$ cat src/design/ssnf_pkg.sv
package ssnf_pkg;

    localparam int MagWidth   = 14;
    localparam int DigitWidth = 4;
    localparam int Latency    = 5;

    localparam logic [7:0] SEG_BLANK   = 8'hFF;
    localparam logic [7:0] SEG_MINUS   = 8'hBF;
    localparam logic [7:0] SEG_NINE_DP = 8'h10;
    localparam logic [7:0] SEG_DP_MASK = 8'h7F;

    localparam logic signed [15:0] DEC_MAX = 16'sd9999;
    localparam logic signed [15:0] DEC_MIN = -16'sd999;

    // exact floor(x / 10) for x below 2**16: (x * 52429) >> 19
    localparam logic [15:0] DIV10_MUL   = 16'd52429;
    localparam int          DIV10_SHIFT = 19;

    typedef enum logic [1:0] {
        MODE_DEC = 2'd0,
        MODE_HEX = 2'd1,
        MODE_OCT = 2'd2,
        MODE_BIN = 2'd3
    } t_mode;

    typedef struct packed {
        logic [15:0] raw;
        t_mode       mode;
        logic [2:0]  min_d;
        logic        neg;
        logic        ovf;
        logic        unf;
    } t_ctl;

    function automatic logic [7:0] glyph(input logic [3:0] code);
        logic [7:0] g;
        case (code)
            4'h0:    g = 8'hC0;
            4'h1:    g = 8'hF9;
            4'h2:    g = 8'hA4;
            4'h3:    g = 8'hB0;
            4'h4:    g = 8'h99;
            4'h5:    g = 8'h92;
            4'h6:    g = 8'h82;
            4'h7:    g = 8'hF8;
            4'h8:    g = 8'h80;
            4'h9:    g = 8'h90;
            4'hA:    g = 8'h88;
            4'hB:    g = 8'h83;
            4'hC:    g = 8'hC6;
            4'hD:    g = 8'hA1;
            4'hE:    g = 8'h86;
            default: g = 8'h8E;
        endcase
        return g;
    endfunction

endpackage

$ cat src/design/ssnf_div10_stage.sv
module ssnf_div10_stage
    import ssnf_pkg::*;
(
    input  logic                          i_clk,
    input  logic                          i_rst_n,
    input  logic                          i_valid,
    input  t_ctl                          i_ctl,
    input  logic [MagWidth-1:0]           i_quot,
    input  logic [3*DigitWidth-1:0]       i_digits,
    input  logic [2:0]                    i_nz,
    output logic                          o_valid,
    output t_ctl                          o_ctl,
    output logic [MagWidth-1:0]           o_quot,
    output logic [3*DigitWidth-1:0]       o_digits,
    output logic [2:0]                    o_nz
);

    logic [MagWidth+15:0]   prod;
    logic [MagWidth-1:0]    quot;
    logic [MagWidth-1:0]    rem_full;
    logic [DigitWidth-1:0]  rem;

    logic                        r_valid;
    t_ctl                        r_ctl;
    logic [MagWidth-1:0]         r_quot;
    logic [3*DigitWidth-1:0]     r_digits;
    logic [2:0]                  r_nz;

    always_comb begin
        prod     = {16'd0, i_quot} * {{MagWidth{1'b0}}, DIV10_MUL};
        quot     = MagWidth'(prod >> DIV10_SHIFT);
        rem_full = i_quot - ((quot << 3) + (quot << 1));
        rem      = rem_full[DigitWidth-1:0];
    end

    always_ff @(posedge i_clk) begin
        if (!i_rst_n) begin
            r_valid <= 1'b0;
        end else begin
            r_valid <= i_valid;
        end
        r_ctl    <= i_ctl;
        r_quot   <= quot;
        r_digits <= {rem, i_digits[3*DigitWidth-1:DigitWidth]};
        r_nz     <= {quot != '0, i_nz[2:1]};
    end

    assign o_valid  = r_valid;
    assign o_ctl    = r_ctl;
    assign o_quot   = r_quot;
    assign o_digits = r_digits;
    assign o_nz     = r_nz;

endmodule

$ cat src/design/ssnf_encode.sv
module ssnf_encode
    import ssnf_pkg::*;
(
    input  logic                      i_clk,
    input  logic                      i_rst_n,
    input  logic                      i_valid,
    input  t_ctl                      i_ctl,
    input  logic [MagWidth-1:0]       i_quot,
    input  logic [3*DigitWidth-1:0]   i_digits,
    input  logic [2:0]                i_nz,
    output logic                      o_strobe,
    output logic [7:0]                o_seg0,
    output logic [7:0]                o_seg1,
    output logic [7:0]                o_seg2,
    output logic [7:0]                o_seg3
);

    logic [7:0] n_seg0;
    logic [7:0] n_seg1;
    logic [7:0] n_seg2;
    logic [7:0] n_seg3;
    logic [15:0] raw;

    logic       r_strobe;
    logic [7:0] r_seg0;
    logic [7:0] r_seg1;
    logic [7:0] r_seg2;
    logic [7:0] r_seg3;

    always_comb begin
        raw    = i_ctl.raw;
        n_seg0 = SEG_BLANK;
        n_seg1 = SEG_BLANK;
        n_seg2 = SEG_BLANK;
        n_seg3 = SEG_BLANK;
        case (i_ctl.mode)
            MODE_HEX: begin
                n_seg0 = glyph(raw[15:12]);
                n_seg1 = glyph(raw[11:8]);
                n_seg2 = glyph(raw[7:4]);
                n_seg3 = glyph(raw[3:0]);
            end
            MODE_OCT: begin
                n_seg0 = glyph({1'b0, raw[11:9]});
                n_seg1 = glyph({1'b0, raw[8:6]});
                n_seg2 = glyph({1'b0, raw[5:3]});
                n_seg3 = glyph({1'b0, raw[2:0]});
            end
            MODE_BIN: begin
                n_seg0 = glyph({3'b000, raw[3]});
                n_seg1 = glyph({3'b000, raw[2]});
                n_seg2 = glyph({3'b000, raw[1]});
                n_seg3 = glyph({3'b000, raw[0]});
            end
            default: begin
                if (i_ctl.ovf) begin
                    n_seg0 = SEG_NINE_DP;
                    n_seg1 = SEG_NINE_DP;
                    n_seg2 = SEG_NINE_DP;
                    n_seg3 = SEG_NINE_DP;
                end else if (i_ctl.unf) begin
                    n_seg0 = SEG_MINUS;
                    n_seg1 = SEG_NINE_DP;
                    n_seg2 = SEG_NINE_DP;
                    n_seg3 = SEG_NINE_DP;
                end else begin
                    n_seg3 = glyph(i_digits[3:0]) & SEG_DP_MASK;
                    if (i_nz[0]) begin
                        n_seg2 = glyph(i_digits[7:4]);
                    end else begin
                        n_seg2 = (i_ctl.min_d < 3'd2) ? SEG_BLANK : glyph(4'd0);
                    end
                    if (i_nz[1]) begin
                        n_seg1 = glyph(i_digits[11:8]);
                    end else begin
                        n_seg1 = (i_ctl.min_d < 3'd3) ? SEG_BLANK : glyph(4'd0);
                    end
                    if (i_ctl.neg) begin
                        n_seg0 = SEG_MINUS;
                    end else if (i_nz[2]) begin
                        n_seg0 = glyph(i_quot[DigitWidth-1:0]);
                    end else begin
                        n_seg0 = (i_ctl.min_d < 3'd4) ? SEG_BLANK : glyph(4'd0);
                    end
                end
            end
        endcase
    end

    always_ff @(posedge i_clk) begin
        if (!i_rst_n) begin
            r_strobe <= 1'b0;
        end else begin
            r_strobe <= i_valid;
        end
        r_seg0 <= n_seg0;
        r_seg1 <= n_seg1;
        r_seg2 <= n_seg2;
        r_seg3 <= n_seg3;
    end

    assign o_strobe = r_strobe;
    assign o_seg0   = r_seg0;
    assign o_seg1   = r_seg1;
    assign o_seg2   = r_seg2;
    assign o_seg3   = r_seg3;

endmodule

$ cat src/design/seven_segment_number_formatter.sv
// throughput: one item per cycle, busy is never raised
// stages: input/sign, three divide-by-ten stages, glyph encode
// synchronous active-low reset clears the valid pipeline; receiver cannot stall
module seven_segment_number_formatter
    import ssnf_pkg::*;
(
    input  logic        i_clk,
    input  logic        i_rst_n,
    input  logic        start,
    output logic        busy,
    input  logic [15:0] i_value,
    input  logic [1:0]  i_mode,
    input  logic [2:0]  i_min_digits,
    output logic        o_strobe,
    output logic [7:0]  o_seg_digit0,
    output logic [7:0]  o_seg_digit1,
    output logic [7:0]  o_seg_digit2,
    output logic [7:0]  o_seg_digit3
);

    logic signed [15:0]  sval;
    logic [15:0]         abs_val;
    t_ctl                n_ctl;

    logic                r_valid;
    t_ctl                r_ctl;
    logic [MagWidth-1:0] r_mag;

    logic                     a_valid, b_valid, c_valid;
    t_ctl                     a_ctl, b_ctl, c_ctl;
    logic [MagWidth-1:0]      a_quot, b_quot, c_quot;
    logic [3*DigitWidth-1:0]  a_digits, b_digits, c_digits;
    logic [2:0]               a_nz, b_nz, c_nz;

    assign busy = 1'b0;

    always_comb begin
        sval        = i_value;
        abs_val     = sval[15] ? (~i_value + 16'd1) : i_value;
        n_ctl.raw   = i_value;
        n_ctl.mode  = t_mode'(i_mode);
        n_ctl.min_d = i_min_digits;
        n_ctl.neg   = sval[15];
        n_ctl.ovf   = sval > DEC_MAX;
        n_ctl.unf   = sval < DEC_MIN;
    end

    always_ff @(posedge i_clk) begin
        if (!i_rst_n) begin
            r_valid <= 1'b0;
        end else begin
            r_valid <= start && !busy;
        end
        r_ctl <= n_ctl;
        r_mag <= abs_val[MagWidth-1:0];
    end

    ssnf_div10_stage u_div_a (
        .i_clk    (i_clk),
        .i_rst_n  (i_rst_n),
        .i_valid  (r_valid),
        .i_ctl    (r_ctl),
        .i_quot   (r_mag),
        .i_digits ('0),
        .i_nz     ('0),
        .o_valid  (a_valid),
        .o_ctl    (a_ctl),
        .o_quot   (a_quot),
        .o_digits (a_digits),
        .o_nz     (a_nz)
    );

    ssnf_div10_stage u_div_b (
        .i_clk    (i_clk),
        .i_rst_n  (i_rst_n),
        .i_valid  (a_valid),
        .i_ctl    (a_ctl),
        .i_quot   (a_quot),
        .i_digits (a_digits),
        .i_nz     (a_nz),
        .o_valid  (b_valid),
        .o_ctl    (b_ctl),
        .o_quot   (b_quot),
        .o_digits (b_digits),
        .o_nz     (b_nz)
    );

    ssnf_div10_stage u_div_c (
        .i_clk    (i_clk),
        .i_rst_n  (i_rst_n),
        .i_valid  (b_valid),
        .i_ctl    (b_ctl),
        .i_quot   (b_quot),
        .i_digits (b_digits),
        .i_nz     (b_nz),
        .o_valid  (c_valid),
        .o_ctl    (c_ctl),
        .o_quot   (c_quot),
        .o_digits (c_digits),
        .o_nz     (c_nz)
    );

    ssnf_encode u_encode (
        .i_clk    (i_clk),
        .i_rst_n  (i_rst_n),
        .i_valid  (c_valid),
        .i_ctl    (c_ctl),
        .i_quot   (c_quot),
        .i_digits (c_digits),
        .i_nz     (c_nz),
        .o_strobe (o_strobe),
        .o_seg0   (o_seg_digit0),
        .o_seg1   (o_seg_digit1),
        .o_seg2   (o_seg_digit2),
        .o_seg3   (o_seg_digit3)
    );

    a_strobe_follows: assert property (@(posedge i_clk) disable iff (!i_rst_n)
        start |-> ##5 o_strobe)
        else $error("missing result strobe");

    a_no_spurious: assert property (@(posedge i_clk) disable iff (!i_rst_n)
        !start |-> ##5 !o_strobe)
        else $error("unexpected result strobe");

    a_dec_dp: assert property (@(posedge i_clk) disable iff (!i_rst_n)
        (start && i_mode == MODE_DEC) |-> ##5 !o_seg_digit3[7])
        else $error("decimal point not lit in decimal mode");

    a_other_dp: assert property (@(posedge i_clk) disable iff (!i_rst_n)
        (start && i_mode != MODE_DEC) |-> ##5 o_seg_digit3[7])
        else $error("decimal point lit outside decimal mode");

endmodule

$ cat config.mk
export PLATFORM = sky130hd
export DESIGN_NAME = seven_segment_number_formatter
export DESIGN_NICKNAME = d
export VERILOG_FILES = /design/src/design/ssnf_pkg.sv /design/src/design/ssnf_div10_stage.sv /design/src/design/ssnf_encode.sv /design/src/design/seven_segment_number_formatter.sv
export SDC_FILE = /design/constraint.sdc
export NUM_CORES = 1
export LEC_CHECK = 0
export BUFFER_PORTS_ARGS = -buffer_cell sky130_fd_sc_hd__buf_4
export CAP_MARGIN = 20
export CORE_ASPECT_RATIO = 1.4
export CORE_MARGIN = 3
export CORE_UTILIZATION = 43
export CTS_BUF_LIST = sky130_fd_sc_hd__clkbuf_8
export CTS_CLUSTER_SIZE = 10
export DETAILED_ROUTE_END_ITERATION = 12
export PLACE_DENSITY = 0.71
export SETUP_SLACK_MARGIN = 0.5
export SLEW_MARGIN = 40
export SYNTH_ARGS = -nofsm -noshare
export SYNTH_HDL_FRONTEND = slang
export SYNTH_HIERARCHICAL = 1
export SYNTH_SLANG_ARGS = --single-unit
$ cat constraint.sdc
create_clock -name i_clk -period 6.4 [get_ports i_clk]
set_input_delay 1.28 -clock i_clk [delete_from_list [all_inputs] [get_ports i_clk]]
set_output_delay 1.28 -clock i_clk [all_outputs]
set_load 0.005 [all_outputs]
==> summary.txt <==
Worst setup path
  – Critical Path RT: 6.75 ns
  – Worst Path Max Fanout: 3
  – Family with the most delay on the worst path: adder cells
  – Crit path arrival time: 6.17 ns
  – Critical Path End Type: flop
  – Crit path buffers/inverters: 7
  – WS Path Type: reg2reg
  – Largest stage delay, worst path: 0.50 ns
  – Crit-path cells: inv_2, ha_4, inv_2, ha_4, xnor2_4, inv_2, fa_1, inv_2, fa_1, inv_2, fa_1, inv_1, fa_1, inv_2, ha_4, nand4_1, nor3b_2, o21a_1, or2_4, o311a_1, or3_1, a211o_1, or4_1
  – CP dominant cell by count: inv_2
  – CP Launch Type: flop
  – Slowest CP cell: fa_1

GRT
  – Total track usage: 0.1759
  – Initial antenna violation count: 0
  – First-pass GRT wire length: 65,410 um
  – Largest net degree at the start of global routing: 32
  – Vias in the first global route: 13,220
  – GRT overflow: 0

Clocking
  – CTS Root Cell: clkbuf_8
  – Clk sinks: 200
  – Cts bufs inserted: 17
  – TritonCTS clock tree: yes
  – Max Buffers Root-to-Sink: 2
  – Worst-path clk slew: 0.12 ns
  – H-tree levels: 4
  – Latest clock arrival within the worst-skew pair: 0.49 ns
  – Post-cts hold buffer count: 0

Routing
  – Router iterations before antenna repair: 5
  – Post-route DRC: 0
  – Vias per cell: 5.257
  – DRT Wirelength: 40,380 um
  – DR iter-0 viols: 633
  – Post-DR wirelength/cell: 16.58 um
  – Routed Antenna Nets: 0
  – Vias: 12,810

Finish
  – Footprint of the multi-input gates: 13,170 um^2
  – # diodes: 0
  – # fillers: between 3,000 and 4,000
  – Area delta synth->final: 10.33%
  – Layout Cells excl Fill: between 2,000 and 2,500
  – Fraction of layout cells with a size suffix above 1: 0.1271
  – Fin nets: ~2,500
  – Final instance area: about 20,000 um^2
  – Storage element area: 4034 um^2

STA
  – Fmax: around 170 MHz
  – Slew HR: 0.4341
  – Fin. Hold Viols: 0
  – Post-route minimum period: 5.816 ns
  – Layout Skew: around 0.025 ns
  – Slew @ Worst Pin: 0.8457 ns
  – Setup TNS: 0 ns
  – RSZ-0062 raised after global routing: true
  – Final worst setup slack: 0.5841 ns
  – Pins over their slew limit: 0
  – Final Setup Violations: 0
  – Final period util: 0.9087

Min path
  – Worst Hold Class: reg2reg

Die
  – Starting density of the core: 0.4384
  – Placeable core region: 41,620 um^2
  – Die H: 249.7 um
  – Die area: 44,980 um^2
  – Cell Rows: between 80 and 90
  – IO Pins: 58
  – Die W: 180.1 um

Placed design
  – Placed cell area: 19,170 um^2
  – Hpwl dp: about 33,000 um
  – GPL Wtd Cong: 0.9220
  – Dpl cells: between 2,000 and 2,500
  – Pre-CTS setup slack: roughly 0.14 ns
  – Port Buffers: 56

Logic synthesis
  – Mapped Cells: 1,828
  – Yosys warns: 6
  – Syn_area_per_cell: 9.982 um^2
  – Netlist Area Pre-Place: 18,250 um^2

Run
  – Max-Cap Viols: 0

Outcome
  – Run status: completed
## state kept, by name, summed over array words and instances, names as in the netlist, 7 cells and up
| signal | count |
|---|---|
| u_div_b/o_digits | 8 |
| u_encode/o_seg0 | 8 |
| u_div_c/o_digits | 12 |
| u_encode/o_seg1 | 8 |
| u_encode/o_seg2 | 7 |
| r_mag | 14 |
| r_ctl | 22 |
| u_div_a/o_ctl | 24 |
| u_div_a/o_quot | 11 |
| u_div_b/o_ctl | 24 |
| u_encode/o_seg3 | 8 |
| u_div_b/o_quot | 11 |
| u_div_c/o_ctl | 24 |
## repair_timing
action | in CTS | in global routing
pin swaps | 14 | 51
cloned | 0 | 0
resized for setup | 24 | 61
endpoints found under the setup margin | 3 | 5
setup buffers | 5 | 12
## worst reg2reg max path, delay by kind of cell (launching register included)
family	cells	cell delay (ns)
XOR/XNOR	1	0.12
AO/OA/AOI/OAI	3	0.77
adder cells (fa/ha/maj)	7	2.70
buffers and inverters	7	0.33
flip-flops	1	0.35
AND/OR/NAND/NOR	5	1.40
## routing by layer
| layer | global-route usage | wire (um) |
|---|---|---|
| met3 | 0.01283 | 767 |
| met5 | 0 | 0 |
| met1 | 0.2065 | 16530 |
| met2 | 0.3380 | 21940 |
| met4 | 0.05596 | 1141 |
## through the flow
step | util | hold WS (ns)
after floorplan | - | 0.3096
after global placement | 0.4605 | 0.3109
after detailed placement | 0.4605 | 0.3121
after CTS | 0.4750 | 0.3265
after global routing | 0.4837 | 0.3255
final | 0.4837 | 0.3236
## worst paths after layout
path	start	slack (ns)	depth (start not counted)	end
setup reg to reg	r_mag[12]	0.58	23	u_div_a/o_nz[2]
hold reg to reg	u_div_b/o_ctl[15]	0.32	0	u_div_c/o_ctl[15]
setup / recovery	r_mag[12]	0.58	23	u_div_a/o_nz[2]
hold / removal	u_div_b/o_ctl[15]	0.32	0	u_div_c/o_ctl[15]
## final cells by class
| class | count | share of cell area |
|---|---|---|
| multi-input cells | 1260 | 0.6539 |
| flip-flops and latches | 200 | 0.2004 |
| inverters | 327 | 0.06097 |
| well taps | 540 | 0.03356 |
| repair buffers | 77 | 0.02871 |
| clock buffers | 17 | 0.01162 |
| clock inverters | 15 | 0.01081 |
## cells in the final DEF (no fill, tap or decap), drive strengths merged, types with 8 or more instances in the layout
cell,instances
a211oi,14
a21o,20
a21oi,77
a31oi,15
and2,17
and3,9
buf,77
clkbuf,17
dfxtp,200
fa,159
ha,388
inv,335
mux2,8
mux2i,11
nand2,71
nand2b,25
nand3,30
nor2,54
nor2b,18
nor3,25
nor4,8
o211ai,11
o21a,9
o21ai,78
o221ai,11
o31ai,10
or2,8
xnor2,56
xor2,17
Power is not shown: default switching activity piles up to over one toggle a cycle in this logic, so the estimate is an artifact.
